### src/rtl/core/wtrl_pkg.sv
`default_nettype none
// ---------------------------------------------------------------------------
// wtrl_pkg
// Shared types, widths and the wait selection function of the wait time
// rule lookup unit.
// ---------------------------------------------------------------------------
package wtrl_pkg;

  localparam int TABLE_DEPTH_DEF = 16;
  localparam int ID_W            = 17;
  localparam int PROV_W          = 25;
  localparam int SERV_W          = 17;
  localparam int WAIT_W          = 17;
  localparam int OUT_W           = 16;
  localparam int CNT_W           = 5;
  localparam int SLOT_W          = 4;

  typedef enum logic {
    REQ_LOAD   = 1'b0,
    REQ_LOOKUP = 1'b1
  } req_type_t;

  typedef struct packed {
    logic signed [ID_W-1:0]   id;
    logic signed [PROV_W-1:0] provider;
    logic signed [SERV_W-1:0] service;
  } key_t;

  typedef struct packed {
    logic                   en;
    key_t                   key;
    logic signed [ID_W-1:0] mask;
  } key_wr_t;

  function automatic logic [OUT_W-1:0] sel_wait(
    input logic signed [WAIT_W-1:0] dyn,
    input logic signed [WAIT_W-1:0] fix,
    input logic                     client,
    input logic                     hit
  );
    logic signed [WAIT_W-1:0] r;
    if (fix > 0 && dyn <= 0) begin
      r = fix;
    end else if (!client) begin
      r = (dyn < 0) ? '0 : dyn;
    end else if (fix > 0 || dyn > 0) begin
      if (hit) begin
        r = (dyn >= fix) ? dyn : fix;
      end else begin
        r = (fix > 0) ? fix : '0;
      end
    end else begin
      r = '0;
    end
    return r[OUT_W-1:0];
  endfunction

endpackage
`default_nettype wire

### src/rtl/core/wtrl_rule_table.sv
`default_nettype none
// ---------------------------------------------------------------------------
// wtrl_rule_table
// Key part of the rule table (id, mask, provider, service) with one
// compare lane per entry; gives the raw match vector and the default flag.
// ---------------------------------------------------------------------------
module wtrl_rule_table #(
  parameter int DEPTH = wtrl_pkg::TABLE_DEPTH_DEF,
  parameter int IDX_W = 4
) (
  input  wire                        clk,
  input  wtrl_pkg::key_wr_t          wr,
  input  wire  [IDX_W-1:0]           wr_idx,
  input  wtrl_pkg::key_t             lk,
  input  wire  [wtrl_pkg::CNT_W-1:0] count,
  output logic [DEPTH-1:0]           match_o,
  output logic                       dflt_o
);
  import wtrl_pkg::*;

  logic signed [ID_W-1:0]   id_r   [DEPTH];
  logic signed [ID_W-1:0]   mask_r [DEPTH];
  logic signed [PROV_W-1:0] prov_r [DEPTH];
  logic signed [SERV_W-1:0] serv_r [DEPTH];

  logic signed [ID_W-1:0] id_hi;
  logic [ID_W-1:0]        id_bits;

  always_ff @(posedge clk) begin
    if (wr.en) begin
      id_r[wr_idx]   <= wr.key.id;
      mask_r[wr_idx] <= wr.mask;
      prov_r[wr_idx] <= wr.key.provider;
      serv_r[wr_idx] <= wr.key.service;
    end
  end

  assign id_bits = lk.id;
  assign id_hi   = lk.id >>> 8;

  always_comb begin
    logic hit_id, hit_prov, hit_serv, m;
    for (int i = 0; i < DEPTH; i++) begin
      hit_id = (id_r[i] == lk.id) || (id_r[i] == id_hi) || (id_r[i] == -17'sd1) ||
               (!mask_r[i][ID_W-1] && ((id_bits & mask_r[i]) == id_r[i]));
      hit_prov = (prov_r[i] >= 0 && prov_r[i] == lk.provider) || (prov_r[i] == -25'sd1);
      hit_serv = (serv_r[i] >= 0 && serv_r[i] == lk.service) || (serv_r[i] == -17'sd1);
      m = hit_id && hit_prov && hit_serv && (i < int'(count));
      // rule 0 with a non-positive id is the default, never a match
      if (i == 0) begin
        match_o[i] = m && (id_r[0] > 0);
      end else begin
        match_o[i] = m;
      end
    end
  end

  assign dflt_o = (count != '0) && (id_r[0] <= 0);

endmodule
`default_nettype wire

### src/rtl/core/wait_time_rule_lookup_unit.sv
`default_nettype none
// ---------------------------------------------------------------------------
// wait_time_rule_lookup_unit
// Rule table with first-match lookup of the wait time per request.
// ---------------------------------------------------------------------------
// A request is taken on every clock edge where start is high; busy stays low,
// so one request per cycle is sustained. A load request writes one table
// slot and gives no result. A lookup request gives its wait time on
// out_delay_ms with out_valid high for one cycle, through three register
// stages: one stage compares all entries in parallel, one picks the first
// match and reads its waits, one applies the wait selection. Results leave
// in request order and cannot be held off. Load and lookup requests may be
// mixed freely; a lookup sees every load taken before it. The user must write
// entry_count through the cfg port while no lookup is in flight; not enforced.
// ---------------------------------------------------------------------------
module wait_time_rule_lookup_unit #(
  parameter int TABLE_DEPTH = wtrl_pkg::TABLE_DEPTH_DEF
) (
  input  wire                                clk,
  input  wire                                rst_n,
  input  wire                                start,
  output logic                               busy,
  input  wire                                in_req_type,
  input  wire        [wtrl_pkg::SLOT_W-1:0]  in_entry_index,
  input  wire signed [wtrl_pkg::ID_W-1:0]    in_key_id,
  input  wire signed [wtrl_pkg::PROV_W-1:0]  in_key_provider,
  input  wire signed [wtrl_pkg::SERV_W-1:0]  in_key_service,
  input  wire signed [wtrl_pkg::ID_W-1:0]    in_entry_mask,
  input  wire signed [wtrl_pkg::WAIT_W-1:0]  in_entry_dyn_wait,
  input  wire signed [wtrl_pkg::WAIT_W-1:0]  in_entry_fixed_wait,
  input  wire                                in_has_client,
  input  wire                                in_cache_hit,
  output logic                               out_valid,
  output logic       [wtrl_pkg::OUT_W-1:0]   out_delay_ms,
  input  wire                                cfg_valid,
  output logic                               cfg_ready,
  input  wire        [wtrl_pkg::CNT_W-1:0]   cfg_entry_count
);
  import wtrl_pkg::*;

  localparam int IDX_W = (TABLE_DEPTH > 1) ? $clog2(TABLE_DEPTH) : 1;
  localparam logic [TABLE_DEPTH-1:0] ONE = TABLE_DEPTH'(1);

  logic             accept;
  logic             is_lookup;
  logic [CNT_W-1:0] count_r;

  key_wr_t          key_wr;
  key_t             lk;
  logic [IDX_W-1:0] wr_idx;
  logic [TABLE_DEPTH-1:0] match;
  logic             dflt;

  // wait part of the table
  logic signed [WAIT_W-1:0] dyn_r [TABLE_DEPTH];
  logic signed [WAIT_W-1:0] fix_r [TABLE_DEPTH];

  // stage 1
  logic                     s1_vld_r;
  logic [TABLE_DEPTH-1:0]   s1_match_r;
  logic                     s1_dflt_r;
  logic                     s1_client_r;
  logic                     s1_hit_r;
  logic                     s1_ld_r;
  logic [IDX_W-1:0]         s1_ld_idx_r;
  logic signed [WAIT_W-1:0] s1_ld_dyn_r;
  logic signed [WAIT_W-1:0] s1_ld_fix_r;

  // stage 2
  logic [TABLE_DEPTH-1:0]   first_oh;
  logic signed [WAIT_W-1:0] dyn_nxt;
  logic signed [WAIT_W-1:0] fix_nxt;
  logic                     s2_vld_r;
  logic signed [WAIT_W-1:0] s2_dyn_r;
  logic signed [WAIT_W-1:0] s2_fix_r;
  logic                     s2_client_r;
  logic                     s2_hit_r;

  assign busy      = 1'b0;
  assign cfg_ready = 1'b1;
  assign accept    = start && !busy;
  assign is_lookup = (req_type_t'(in_req_type) == REQ_LOOKUP);

  always_ff @(posedge clk) begin
    if (!rst_n) begin
      count_r <= '0;
    end else if (cfg_valid && cfg_ready) begin
      count_r <= cfg_entry_count;
    end
  end

  assign wr_idx          = IDX_W'(in_entry_index);
  assign key_wr.en       = accept && !is_lookup && (int'(in_entry_index) < TABLE_DEPTH);
  assign key_wr.key      = '{id: in_key_id, provider: in_key_provider, service: in_key_service};
  assign key_wr.mask     = in_entry_mask;
  assign lk              = key_wr.key;

  wtrl_rule_table #(
    .DEPTH (TABLE_DEPTH),
    .IDX_W (IDX_W)
  ) u_table (
    .clk     (clk),
    .wr      (key_wr),
    .wr_idx  (wr_idx),
    .lk      (lk),
    .count   (count_r),
    .match_o (match),
    .dflt_o  (dflt)
  );

  always_ff @(posedge clk) begin
    if (!rst_n) begin
      s1_vld_r <= 1'b0;
      s1_ld_r  <= 1'b0;
    end else begin
      s1_vld_r <= accept && is_lookup;
      s1_ld_r  <= key_wr.en;
    end
  end

  always_ff @(posedge clk) begin
    s1_match_r  <= match;
    s1_dflt_r   <= dflt;
    s1_client_r <= in_has_client;
    s1_hit_r    <= in_cache_hit;
    s1_ld_idx_r <= wr_idx;
    s1_ld_dyn_r <= in_entry_dyn_wait;
    s1_ld_fix_r <= in_entry_fixed_wait;
  end

  // waits are written in the cycle after the keys, matching the stage where lookups read them
  always_ff @(posedge clk) begin
    if (s1_ld_r) begin
      dyn_r[s1_ld_idx_r] <= s1_ld_dyn_r;
      fix_r[s1_ld_idx_r] <= s1_ld_fix_r;
    end
  end

  assign first_oh = s1_match_r & ~(s1_match_r - ONE);

  always_comb begin
    logic signed [WAIT_W-1:0] d_or, f_or;
    d_or = '0;
    f_or = '0;
    for (int i = 0; i < TABLE_DEPTH; i++) begin
      d_or = d_or | (dyn_r[i] & {WAIT_W{first_oh[i]}});
      f_or = f_or | (fix_r[i] & {WAIT_W{first_oh[i]}});
    end
    if (s1_match_r != '0) begin
      dyn_nxt = d_or;
      fix_nxt = f_or;
    end else if (s1_dflt_r) begin
      dyn_nxt = dyn_r[0];
      fix_nxt = fix_r[0];
    end else begin
      dyn_nxt = -17'sd1;
      fix_nxt = -17'sd1;
    end
  end

  always_ff @(posedge clk) begin
    if (!rst_n) begin
      s2_vld_r <= 1'b0;
    end else begin
      s2_vld_r <= s1_vld_r;
    end
  end

  always_ff @(posedge clk) begin
    s2_dyn_r    <= dyn_nxt;
    s2_fix_r    <= fix_nxt;
    s2_client_r <= s1_client_r;
    s2_hit_r    <= s1_hit_r;
  end

  // stage 3: result register
  always_ff @(posedge clk) begin
    if (!rst_n) begin
      out_valid <= 1'b0;
    end else begin
      out_valid <= s2_vld_r;
    end
  end

  always_ff @(posedge clk) begin
    out_delay_ms <= sel_wait(s2_dyn_r, s2_fix_r, s2_client_r, s2_hit_r);
  end

  // assertions
  a_out_from_lookup: assert property (@(posedge clk) disable iff (!rst_n)
    out_valid |-> $past(start && !busy && in_req_type == REQ_LOOKUP, 3))
    else $error("result without a lookup request three cycles earlier");

  a_single_winner: assert property (@(posedge clk) disable iff (!rst_n)
    s1_vld_r |-> $onehot0(first_oh))
    else $error("more than one rule selected");

  a_empty_table_zero: assert property (@(posedge clk) disable iff (!rst_n)
    (out_valid && $past(count_r == '0, 3)) |-> (out_delay_ms == '0))
    else $error("nonzero wait with no rules in use");

endmodule
`default_nettype wire
### config.mk
export PLATFORM = sky130hd
export DESIGN_NAME = wait_time_rule_lookup_unit
export DESIGN_NICKNAME = d
export VERILOG_FILES = /design/src/rtl/core/wtrl_pkg.sv /design/src/rtl/core/wtrl_rule_table.sv /design/src/rtl/core/wait_time_rule_lookup_unit.sv
export SDC_FILE = /design/constraint.sdc
export NUM_CORES = 2
export LEC_CHECK = 0
export ABC_AREA = 0
export BUFFER_PORTS_ARGS = -buffer_cell sky130_fd_sc_hd__buf_4
export CAP_MARGIN = 5
export CORE_ASPECT_RATIO = 1.2
export CORE_MARGIN = 2
export CORE_UTILIZATION = 45
export DETAILED_ROUTE_END_ITERATION = 6
export GPL_TIMING_DRIVEN = 0
export PLACE_DENSITY = 0.61
export SYNTH_ARGS = -nofsm -noshare
export SYNTH_HDL_FRONTEND = slang
export SYNTH_SLANG_ARGS = --single-unit
### constraint.sdc
create_clock -name clk -period 12.4 [get_ports clk]
set_clock_uncertainty 0.05 [all_clocks]
set_input_delay 0.62 -clock clk [delete_from_list [all_inputs] [get_ports clk]]
set_output_delay 0.62 -clock clk [all_outputs]
set_load 0.02 [all_outputs]
==> flow_metrics.py <==
metrics = {
    "outcome": {
        "outcome": "complete, but fails checks",
        "violations": "max-capacitance violations, max-slew violations",
    },
    "worst_setup_path": {
        "r2r_slack_ns": 8.99,
        "cp_max_fo": 17,
        "criticalPathCategory": "input port to register",
        "start_kind": "input port",
        "r2r_cells": 7,
        "r2r-start": "s1_match_r[0]",
        "cp.arrival_ns": 5.47,
        "r2r_end": "s2_fix_r[5]",
        "required_ns": 12.98,
        "critPathCaptureType": "register",
    },
    "timing": {
        "final-hold-violation-count": 0,
        "finalMaxSlewViolations": 22,
        "hold_ws_ns": 0.0675,
        "tns_ns": 0,
        "final-setup-viol-count": 0,
        "post-route-period-util_pct": 39.4,
        "worst_slew_pin_slew_ns": 1.58,
        "fin_crit_ns": 4.89,
        "maxSlewHeadroom_pct": -5.15,
        "rsz0062_at_grt": "no",
        "fmax_ghz": 0.205,
        "fin_ws_ns": 7.51,
    },
    "min_path": {
        "min-delay-start": "rst_n",
        "whs_endpoint": "count_r[4]",
        "hold_path_class": "input port to register",
        "min_path_cells": 2,
    },
    "power_and_ir_drop": {
        "cellLeakagePower_nw": 28.9,
        "p_per_area_mw_per_mm2": 150,
        "peakVddDrop_mv": 0.164,
    },
    "placed_design": {
        "hpwlAfterDp_um": 177000,
        "place_area_mm2": 0.0848,
        "placedCellCount": 8001,
        "gp_congestion": 0.946,
        "post-place-ws_ns": 7.06,
        "port_buffers": 141,
    },
    "yosys": {
        "synthFlopType": "edfxtp_1",
        "synth.distinct_cells": 76,
        "synth_edf_count": 1760,
        "ys_seq_elements": 1878,
        "ys_warn_count": 0,
        "synth_area_per_cell_um2": 14.5,
        "synth_cells": 5476,
        "seq_area_frac_synth_pct": 69.8,
        "synth_area_mm2": 0.0791,
        "syn_nets": 5619,
        "async_flop_share_pct": 0,
    },
    "clock_tree": {
        "cts_resized": 0,
        "cts_hold_buf": 46,
        "cts_sinks": 1878,
        "cts-buffers-inserted": 184,
        "htree_levels": 4,
        "cts_setup_buffers": 0,
        "cts_tree": "built",
        "clock_latency_ns": 0.87,
        "clock_path_buffers": 3,
        "path_clk_slew_ns": 0.06,
        "root_buffer": "clkbuf_16",
    },
    "grt": {
        "grt_overflow": 0,
        "grt_use_total_pct": 30.8,
        "antenna_found_initial": 15,
        "grt_max_degree": 36,
        "grt_pass1_vias": 51600,
        "grt_pass1_wl_um": 389000,
    },
    "drt": {
        "via_per_inst": 6.27,
        "ant_nets": 0,
        "wirelength_um": 281000,
        "firstDrtPassIters": 6,
        "initialDrtViolationCount": 6514,
        "drc": 0,
        "detail_route.wl_per_cell_um": 33.5,
        "routed-via-count": 52700,
    },
    "floorplan": {
        "die_h_um": 463,
        "initial_core_util_pct": 45.3,
        "fp.dieW_um": 387,
        "rows": 168,
        "core-area_mm2": 0.175,
        "dieArea_mm2": 0.179,
        "ios": 145,
    },
    "finish": {
        "num-fill-cells": 14400,
        "nets": 6082,
        "seq_area_mm2": 0.0552,
        "syn_to_final_growth_pct": 16.0,
        "final_common_cell": "edfxtp_1",
        "mostFrequentLayoutCells": "edfxtp_1, xnor2_1, xor2_1, nand4_1, nand2_1",
        "drive_gt1_share_pct": 10.9,
        "multiInputGateArea_mm2": 0.0226,
        "fin_cells": 8403,
        "final_area_mm2": 0.0918,
    },
    "flow_run": {
        "cap_violations": 3,
    },
}
sequential cells by signal, summed over array words and instances (netlist names), 272 cells and up:
| register | cells |
|---|---|
| dyn_r | 272 |
| u_table.serv_r | 272 |
| u_table.prov_r | 400 |
| u_table.mask_r | 272 |
| u_table.id_r | 272 |
| fix_r | 272 |
critical path: stages:
cell	delay, ns
buf_4	0.41
clkbuf_1	1.04
buf_1	1.17
nand2_1	0.17
xnor2_1	0.23
nor4_1	0.28
nand4_1	0.12
o31a_1	0.26
a311oi_1	1.12
power by group:
| group | leakage, nW | internal [mW] | switching (mW) |
|---|---|---|---|
| combinational | 8.95 | 0.224 | 0.554 |
| clock | 3.14 | 3.40 | 2.55 |
| sequential | 16.8 | 7.01 | 0.0808 |
metal layers:
layer / vias to the layer above / global-route usage, % / share of wire (%)
met1: 26500 / 38.7 / 37
met4: 8 / 19.2 / 7.0
met5: - / 0 / 0.021
li1: 22100 / - / -
met2: 3242 / 49.5 / 47
met3: 850 / 5.82 / 9.4
how the worst max path moves through the flow:
stage          slack [ns]  depth (start not counted)         start                    to
6_report             7.51                          9  in_key_id[4]         s1_match_r[2]
5_1_grt              8.03                          9  in_key_id[4]         s1_match_r[6]
4_1_cts              7.97                          9  in_key_id[4]         s1_match_r[2]
3_5_place_dp         7.06                          9  in_key_id[4]         s1_match_r[2]
3_3_place_gp         1.98                          4   in_req_type  u_table.mask_r[0][8]
2_1_floorplan        5.23                          3         start    u_table.id_r[0][0]
cell type report:
type                    count  area share (%)
diodes                      6          0.0164
flip-flops and latches   1878            60.1
multi-input cells        3223            24.6
repair buffers            277            3.30
inverters                 135           0.552
clock inverters           115            1.60
well taps                2295            3.13
plain buffers             240            1.17
clock buffers             234            5.51
synthesized netlist by cell type (all sizes together) (122+ instances only):
master	instances	area, um2
xnor2	580	5080
xor2	410	3590
a22oi	143	1070
nand4	370	2310
clkbuf	122	458
nor2b	142	888
nand2	285	1070
inv	134	503
nor4	214	1350
edfxtp	1760	52900
nor2	137	514
stage by stage:
stage	utilization, %	power, mW
after global placement	47.6	7.95
after global routing	52.6	14.1
after detailed placement	48.5	7.96
final	52.6	13.8
after floorplan	-	7.53
after CTS	52.6	13.8
cell families (layout without fill, tap and decap cells):
group,count (synthesis),after routing,share of synthesized area (%)
flops,1878,1878,69.8
simple gates,1525,1525,10.6
xor+xnor,990,990,11.0
compound gates,683,683,6.30
buf+inv,375,1001,1.99
fa+ha+maj,17,17,0.269
mux,6,6,0.0775
other cells,2,8,0.00949
No activity file was read; power rests on OpenSTA's default activity.
